`config.mk`:
```
export PLATFORM = sky130hd
export DESIGN_NAME = claimed_substring_search
export DESIGN_NICKNAME = d
export VERILOG_FILES = /design/src/hw/rtl/csrch_pkg.sv /design/src/hw/rtl/csrch_ctrl.sv /design/src/hw/rtl/csrch_dp.sv /design/src/hw/rtl/claimed_substring_search.sv
export SDC_FILE = /design/constraint.sdc
export NUM_CORES = 2
export LEC_CHECK = 0
export BUFFER_PORTS_ARGS = -buffer_cell sky130_fd_sc_hd__buf_4
export CAP_MARGIN = 10
export CORE_MARGIN = 4
export CORE_UTILIZATION = 40
export DETAILED_ROUTE_END_ITERATION = 8
export PLACE_DENSITY_LB_ADDON = 0.2
export SLEW_MARGIN = 5
export SYNTH_ARGS = -nofsm -noshare
export SYNTH_HDL_FRONTEND = slang
export SYNTH_HIERARCHICAL = 1
export SYNTH_SLANG_ARGS = --single-unit
export TNS_END_PERCENT = 10
```
`constraint.sdc`:
```
create_clock -name aclk -period 23 [get_ports aclk]
set_input_delay 4.6 -clock aclk [delete_from_list [all_inputs] [get_ports aclk]]
set_output_delay 4.6 -clock aclk [all_outputs]
set_load 0.01 [all_outputs]
```
`src/hw/rtl/csrch_pkg.sv`:
```
package csrch_pkg;

    localparam int CSRCH_TEXT_DEPTH    = 256;
    localparam int CSRCH_PATTERN_DEPTH = 64;

    typedef struct packed {
        logic clear;
        logic load;
        logic k_inc;
        logic k_zero;
        logic next_start;
        logic claim;
        logic out_load;
        logic out_found;
    } csrch_cmd_t;

    typedef struct packed {
        logic clear_done;
        logic range_ok;
        logic match;
        logic k_last;
        logic out_free;
    } csrch_status_t;

endpackage

```
`src/hw/rtl/csrch_ctrl.sv`:
```
module csrch_ctrl (
    input  logic                    aclk,
    input  logic                    aresetn,
    input  logic                    s_valid,
    input  logic                    s_op,
    input  logic                    s_last,
    output logic                    s_ready,
    input  csrch_pkg::csrch_status_t status,
    output csrch_pkg::csrch_cmd_t    cmd
);
    import csrch_pkg::*;

    localparam logic [2:0] ST_CLEAR     = 3'd0;
    localparam logic [2:0] ST_IDLE      = 3'd1;
    localparam logic [2:0] ST_START     = 3'd2;
    localparam logic [2:0] ST_READ      = 3'd3;
    localparam logic [2:0] ST_COMPARE   = 3'd4;
    localparam logic [2:0] ST_CLAIM     = 3'd5;
    localparam logic [2:0] ST_DONE_MISS = 3'd6;
    localparam logic [2:0] ST_DONE_HIT  = 3'd7;

    logic [2:0] state_reg;
    logic [2:0] state_next;

    always_ff @(posedge aclk) begin
        if (!aresetn) begin
            state_reg <= ST_CLEAR;
        end else begin
            state_reg <= state_next;
        end
    end

    always_comb begin
        state_next = state_reg;
        cmd        = '0;
        s_ready    = 1'b0;
        unique case (state_reg)
            ST_CLEAR: begin
                cmd.clear = 1'b1;
                if (status.clear_done) begin
                    state_next = ST_IDLE;
                end
            end
            ST_IDLE: begin
                s_ready  = 1'b1;
                cmd.load = s_valid;
                if (s_valid && s_op && s_last) begin
                    state_next = ST_START;
                end
            end
            ST_START: begin
                if (status.range_ok) begin
                    state_next = ST_READ;
                end else begin
                    state_next = ST_DONE_MISS;
                end
            end
            ST_READ: begin
                state_next = ST_COMPARE;
            end
            ST_COMPARE: begin
                if (!status.match) begin
                    cmd.next_start = 1'b1;
                    state_next     = ST_START;
                end else if (status.k_last) begin
                    cmd.k_zero = 1'b1;
                    state_next = ST_CLAIM;
                end else begin
                    cmd.k_inc  = 1'b1;
                    state_next = ST_READ;
                end
            end
            ST_CLAIM: begin
                cmd.claim = 1'b1;
                cmd.k_inc = 1'b1;
                if (status.k_last) begin
                    state_next = ST_DONE_HIT;
                end
            end
            ST_DONE_MISS: begin
                if (status.out_free) begin
                    cmd.out_load = 1'b1;
                    state_next   = ST_IDLE;
                end
            end
            ST_DONE_HIT: begin
                if (status.out_free) begin
                    cmd.out_load  = 1'b1;
                    cmd.out_found = 1'b1;
                    state_next    = ST_IDLE;
                end
            end
            default: begin
                state_next = ST_CLEAR;
            end
        endcase
    end

endmodule

```
`src/hw/rtl/csrch_dp.sv`:
```
module csrch_dp #(
    parameter int TEXT_DEPTH    = csrch_pkg::CSRCH_TEXT_DEPTH,
    parameter int PATTERN_DEPTH = csrch_pkg::CSRCH_PATTERN_DEPTH
) (
    input  logic                     aclk,
    input  logic                     aresetn,
    input  logic                     s_op,
    input  logic [7:0]               s_ch,
    input  logic                     s_last,
    input  csrch_pkg::csrch_cmd_t     cmd,
    output csrch_pkg::csrch_status_t  status,
    output logic                     m_valid,
    input  logic                     m_ready,
    output logic                     m_found,
    output logic [7:0]               m_position
);
    import csrch_pkg::*;

    localparam int TW  = $clog2(TEXT_DEPTH);
    localparam int PAW = (PATTERN_DEPTH > 1) ? $clog2(PATTERN_DEPTH) : 1;
    localparam int SW  = ((TW > PAW) ? TW : PAW) + 2;
    localparam logic [TW:0]  TD_V = (TW + 1)'(TEXT_DEPTH);
    localparam logic [PAW:0] PD_V = (PAW + 1)'(PATTERN_DEPTH);

    logic [7:0] text_mem  [TEXT_DEPTH];
    logic       claim_mem [TEXT_DEPTH];
    logic [7:0] pat_mem   [PATTERN_DEPTH];

    logic [TW:0]    text_len_reg;
    logic [TW:0]    text_widx_reg;
    logic [PAW:0]   pat_widx_reg;
    logic [PAW:0]   plen_reg;
    logic [TW:0]    start_reg;
    logic [PAW:0]   k_reg;
    logic [TW-1:0]  clr_addr_reg;
    logic [7:0]     text_rd_reg;
    logic [7:0]     pat_rd_reg;
    logic           claim_rd_reg;
    logic           out_valid_reg;
    logic           out_found_reg;
    logic [7:0]     out_pos_reg;

    logic           text_wr;
    logic           pat_wr;
    logic [TW:0]    text_widx_next;
    logic [PAW:0]   pat_widx_next;
    logic [SW-1:0]  span_end;
    logic [TW-1:0]  search_addr;
    logic           claim_we;
    logic [TW-1:0]  claim_waddr;
    logic           claim_wdata;

    assign text_wr = cmd.load && !s_op && (text_widx_reg < TD_V);
    assign pat_wr  = cmd.load && s_op && (pat_widx_reg < PD_V);
    assign text_widx_next = text_widx_reg + (TW + 1)'(text_widx_reg < TD_V);
    assign pat_widx_next  = pat_widx_reg + (PAW + 1)'(pat_widx_reg < PD_V);

    assign span_end    = SW'(start_reg) + SW'(plen_reg);
    assign search_addr = TW'(SW'(start_reg) + SW'(k_reg));

    always_comb begin
        claim_we    = 1'b0;
        claim_waddr = search_addr;
        claim_wdata = 1'b1;
        if (cmd.clear) begin
            claim_we    = 1'b1;
            claim_waddr = clr_addr_reg;
            claim_wdata = 1'b0;
        end else if (text_wr) begin
            claim_we    = 1'b1;
            claim_waddr = text_widx_reg[TW-1:0];
            claim_wdata = 1'b0;
        end else if (cmd.claim) begin
            claim_we = 1'b1;
        end
    end

    always_ff @(posedge aclk) begin
        if (text_wr) begin
            text_mem[text_widx_reg[TW-1:0]] <= s_ch;
        end
        text_rd_reg <= text_mem[search_addr];
    end

    always_ff @(posedge aclk) begin
        if (claim_we) begin
            claim_mem[claim_waddr] <= claim_wdata;
        end
        claim_rd_reg <= claim_mem[search_addr];
    end

    always_ff @(posedge aclk) begin
        if (pat_wr) begin
            pat_mem[pat_widx_reg[PAW-1:0]] <= s_ch;
        end
        pat_rd_reg <= pat_mem[k_reg[PAW-1:0]];
    end

    always_ff @(posedge aclk) begin
        if (!aresetn) begin
            text_len_reg  <= '0;
            text_widx_reg <= '0;
            pat_widx_reg  <= '0;
            clr_addr_reg  <= '0;
            out_valid_reg <= 1'b0;
        end else begin
            if (cmd.clear) begin
                clr_addr_reg <= clr_addr_reg + 1'b1;
            end
            if (cmd.load && !s_op) begin
                if (s_last) begin
                    text_len_reg  <= text_widx_next;
                    text_widx_reg <= '0;
                end else begin
                    text_widx_reg <= text_widx_next;
                end
            end
            if (cmd.load && s_op) begin
                if (s_last) begin
                    pat_widx_reg <= '0;
                end else begin
                    pat_widx_reg <= pat_widx_next;
                end
            end
            if (cmd.out_load) begin
                out_valid_reg <= 1'b1;
            end else if (m_ready) begin
                out_valid_reg <= 1'b0;
            end
        end
    end

    always_ff @(posedge aclk) begin
        if (cmd.load && s_op && s_last) begin
            plen_reg  <= pat_widx_next;
            start_reg <= '0;
            k_reg     <= '0;
        end else if (cmd.next_start) begin
            start_reg <= start_reg + 1'b1;
            k_reg     <= '0;
        end else if (cmd.k_zero) begin
            k_reg <= '0;
        end else if (cmd.k_inc) begin
            k_reg <= k_reg + 1'b1;
        end
        if (cmd.out_load) begin
            out_found_reg <= cmd.out_found;
            out_pos_reg   <= cmd.out_found ? 8'(start_reg) : 8'd0;
        end
    end

    assign status.clear_done = (clr_addr_reg == TW'(TEXT_DEPTH - 1));
    assign status.range_ok   = (span_end <= SW'(text_len_reg));
    assign status.match      = (text_rd_reg == pat_rd_reg) && !claim_rd_reg;
    assign status.k_last     = ((k_reg + 1'b1) == plen_reg);
    assign status.out_free   = !out_valid_reg || m_ready;

    assign m_valid    = out_valid_reg;
    assign m_found    = out_found_reg;
    assign m_position = out_pos_reg;

endmodule

```
`src/hw/rtl/claimed_substring_search.sv`:
```
// Claimed substring search over a stored text.
// Input channel (s_valid/s_ready): each transfer carries one character. With
// s_op low it is a text character; s_last on a text character ends the text and
// fixes its length. With s_op high it is a pattern character; s_last on a
// pattern character starts the search.
// Result channel (m_valid/m_ready): one transfer per completed pattern, giving
// m_found and the start index m_position of the first unclaimed match (zero
// when nothing is found). The matched span is then marked as claimed.
// A character transfer that starts no search is accepted while idle. A search
// then, for each start position tried, checks that the pattern fits in the
// text and reads and compares characters in turn (a memory read and a compare
// each) up to the first mismatch; on a hit it claims the pattern's characters
// one by one, and it ends by loading the result.
// After reset the claim marks are cleared in a pass over all TEXT_DEPTH
// entries, during which s_ready stays low.
// The result sits in an output register; characters keep being accepted while
// it waits, and a further search runs but holds s_ready low until it is free.
module claimed_substring_search #(
    parameter int TEXT_DEPTH    = csrch_pkg::CSRCH_TEXT_DEPTH,
    parameter int PATTERN_DEPTH = csrch_pkg::CSRCH_PATTERN_DEPTH
) (
    input  logic       aclk,
    input  logic       aresetn,
    input  logic       s_valid,
    output logic       s_ready,
    input  logic       s_op,
    input  logic [7:0] s_ch,
    input  logic       s_last,
    output logic       m_valid,
    input  logic       m_ready,
    output logic       m_found,
    output logic [7:0] m_position
);
    import csrch_pkg::*;

    csrch_cmd_t    cmd;
    csrch_status_t status;

    csrch_ctrl u_ctrl (
        .aclk    (aclk),
        .aresetn (aresetn),
        .s_valid (s_valid),
        .s_op    (s_op),
        .s_last  (s_last),
        .s_ready (s_ready),
        .status  (status),
        .cmd     (cmd)
    );

    csrch_dp #(
        .TEXT_DEPTH    (TEXT_DEPTH),
        .PATTERN_DEPTH (PATTERN_DEPTH)
    ) u_dp (
        .aclk       (aclk),
        .aresetn    (aresetn),
        .s_op       (s_op),
        .s_ch       (s_ch),
        .s_last     (s_last),
        .cmd        (cmd),
        .status     (status),
        .m_valid    (m_valid),
        .m_ready    (m_ready),
        .m_found    (m_found),
        .m_position (m_position)
    );

    a_search_blocks_input: assert property (@(posedge aclk) disable iff (!aresetn)
        (s_valid && s_ready && s_op && s_last) |=> !s_ready)
        else $error("input accepted while a search is running");

    a_text_no_result: assert property (@(posedge aclk) disable iff (!aresetn)
        (s_valid && s_ready && !s_op) |=> !$rose(m_valid))
        else $error("result raised by a text transfer");

    a_miss_position_zero: assert property (@(posedge aclk) disable iff (!aresetn)
        (m_valid && !m_found) |-> (m_position == 8'd0))
        else $error("nonzero position on a result that found nothing");

endmodule
```
==> summary.txt <==
Detailed routing
  • Via Count: 55311
  • Detailed Route Iter0 Violations: ~5500
  • Drt via density: 5.742
  • DR DRC count: 0
  • Wire per inst: approximately 30 µm
  • First-pass detailed-route iteration total: 5
  • WL final: approximately 290000 µm
  • Antenna Nets Post-Route: 0

Clock tree
  • # resized after CTS: 0
  • CTS buffer count: ~320
  • Clk Latency, worst-skew pair: around 0.94 ns
  • Clock transition at path regs: 0.06 ns
  • Root buffer cell: clkbuf_16
  • CTS Hold Bufs: 0
  • Post-CTS setup buffers: 0
  • CTS max path bufs: 4
  • Clock Sinks: a little under 3000
  • H-tree levels: 5
  • TritonCTS clock tree: built

Worst hold path
  • Hold/Removal Path Class: reg -> reg

Run status
  • Status: finished clean

Yosys
  • Average size of a mapped cell: about 21 µm²
  • Sequential fraction of the synthesis area: about 75%
  • Post-synthesis async set-or-reset flop share: 0%
  • Post-synth EDFFs: 2832
  • Syn Inst Count: 5534
  • Syn Std Cell Area: 115200 µm²
  • Post-synthesis cell type count: ~70
  • Yosys top cell area share: 73.85%
  • Leading cell types by total area after synthesis: edfxtp_1 (74%), mux4_2 (17%), nor2_1 (1.9%)
  • Synthesized net count: 5580
  • Post-synthesis sequential element count: between 2000 and 3000
  • Dominant cell type by area after synthesis: edfxtp_1
  • Most common cell in the synthesized netlist: edfxtp_1
  • Primary FF master, synth: edfxtp_1
  • Synth warn: 6
  • Most instantiated cells after synthesis: edfxtp_1 (2832), mux4_2 (852), nor2_1 (581)

Floorplanning
  • Num ports: 25
  • Total die area: a little under 300000 µm²
  • Starting Density: between 40% and 50%
  • Die height: 544.6 µm
  • Die W: approximately 540 µm
  • Core area: around 290000 µm²
  • Row count: between 150 and 200

Power
  • Worst VDD drop: 0.2269 mV
  • Power Density: between 100 and 150 nW/µm²
  • Leak: 39.34 nW
  • Pwr Total: 19.08 mW

Global route
  • Vias in the first global route: around 56000
  • Global route overflow: 0
  • Initial antenna violation count: 13
  • Largest net degree at the start of global routing: 178
  • Total GRT Usage: 19.52%
  • First-pass GRT wire length: 418300 µm

Placement
  • Port Buffers: 24
  • Dpl cell area: about 120000 µm²
  • Placed cell count: approximately 9100
  • RePlAce Congestion: 0.7931
  • Placed wire-length estimate: 170700 µm

Setup path
  • Critical Path Start Type: input port
  • Crit end category: flip-flop
  • Critical-path cell list: buf_4 -> and2_1 -> nor2b_1 -> nand2_1 -> nor3b_1 -> nand3_2 -> nor2_1
  • Critical path's slowest cell: nor2_1
  • Worst Path Class, Setup: in -> reg
  • CP required: between 20 and 25 ns
  • Critical Path Fanout Max: 16
  • Slowest stage delay, CP: 0.96 ns
  • Arrival @ worst endpoint: between 8 and 9 ns

Timing
  • Count of final max-slew check failures: 0
  • RSZ-0062 raised after global routing: false
  • Period utilization: 35.55%
  • Fmax: 122.3 MHz
  • Setup violations, final: 0
  • Final hold viol count: 0
  • Clock Skew: between 0.07 and 0.08 ns
  • Worst slew pin tran: between 1 and 1.5 ns
  • Final worst path period need: ~8.2 ns
  • Relative slew slack: between 10% and 20%
  • Setup TNS Final: 0 ns

Layout
  • Share of cells above drive strength 1: about 25%
  • Finished Cell Area: around 130000 µm²
  • Non-filler cells, final: 9632
  • Nets@finish: between 5000 and 6000
  • Final core occ: 45.27%
  • Max reg flops: ~2000
  • Area grow syn2layout: 12.41%

Run
  • Max-cap violations: 0
==> per-stage QoR <==
step	setup WS, ns	hold WS, ns
CTS	15.06	0.5086
global route	14.68	0.5247
floorplan	10.52	0.4722
finish	14.82	0.5033
detailed placement	14.11	0.4951
global placement	14.27	0.4853
==> routing by layer <==
layer  track usage, %  wire length, µm
met5                0                0
met4            4.833             6893
met3            3.975            21480
met2            30.44           137000
met1            28.34           125200
==> critical path, delay by kind of cell <==
family                 cells  cell delay, ns
buffers and inverters      1            0.09
AND/OR/NAND/NOR            6            3.98
==> kinds of logic after synthesis <==
group | share of synthesized area [%]
muxes | 17.45
xor gates and xnor gates | 0.4705
buffers and inverters | 1.453
AOI/OAI and AO/OA | 1.193
DFF | 75.07
adders and majority gates | 0.3607
and+or+nand+nor | 4.006
==> cells in the final DEF (no fill, tap or decap), types with 10 or more instances in the layout <==
cell	count
edfxtp_1	2832
mux4_2	852
nor2_1	577
clkbuf_16	329
nand2_1	155
buf_4	93
nor3_1	84
mux2i_1	75
dfxtp_1	66
clkbuf_1	65
clkinv_1	60
clkinv_2	52
a21oi_1	39
o21ai_0	39
xnor2_1	36
nand3_1	35
inv_1	29
ha_1	29
nand4_1	26
bufinv_16	25
o211ai_1	25
and2_1	23
nor2b_1	23
nand2b_1	21
xor2_1	21
o22ai_1	15
mux2_2	14
nand2_2	13
o21a_1	12
a31oi_1	12
clkinvlp_4	10
or3_1	10
buf_12	10
==> power by group <==
group          total, mW  internal [mW]  switching, mW  leakage (nW)
clock network       4.90           2.89           2.01          4.85
logic               8.21           3.51           4.71          8.41
registers           5.97           5.89         0.0830          26.1
total               19.1           12.3           6.80          39.3
==> path summary, 6_finish.rpt <==
kind,startpoint,endpoint,slack [ns],cells after the start
worst min-delay path,u_dp/text_len_reg[4]$_SDFFE_PN0P_,u_dp/text_len_reg[4]$_SDFFE_PN0P_,0.50,1
worst min register to register,u_dp/text_len_reg[4]$_SDFFE_PN0P_,u_dp/text_len_reg[4]$_SDFFE_PN0P_,0.50,1
worst max-delay path,s_valid,u_dp/text_mem[171][2]$_DFFE_PP_,14.82,7
worst max register to register,u_dp/k_reg[0]$_SDFFE_PP0P_,u_dp/text_rd_reg[1]$_DFF_P_,15.83,11
==> final cells by class <==
class / instances / area, µm²
multi-input cells: 2271 / 27200
repair buffers: 112 / 1032
flip-flops and latches: 2902 / 86450
diodes: 3 / 7.507
fillers: 24036 / 156500
inverters: 29 / 108.9
clock inverters: 158 / 1448
well taps: 3762 / 4707
clock buffers: 395 / 8491
Note: power is estimated with default switching activity, not from simulation.
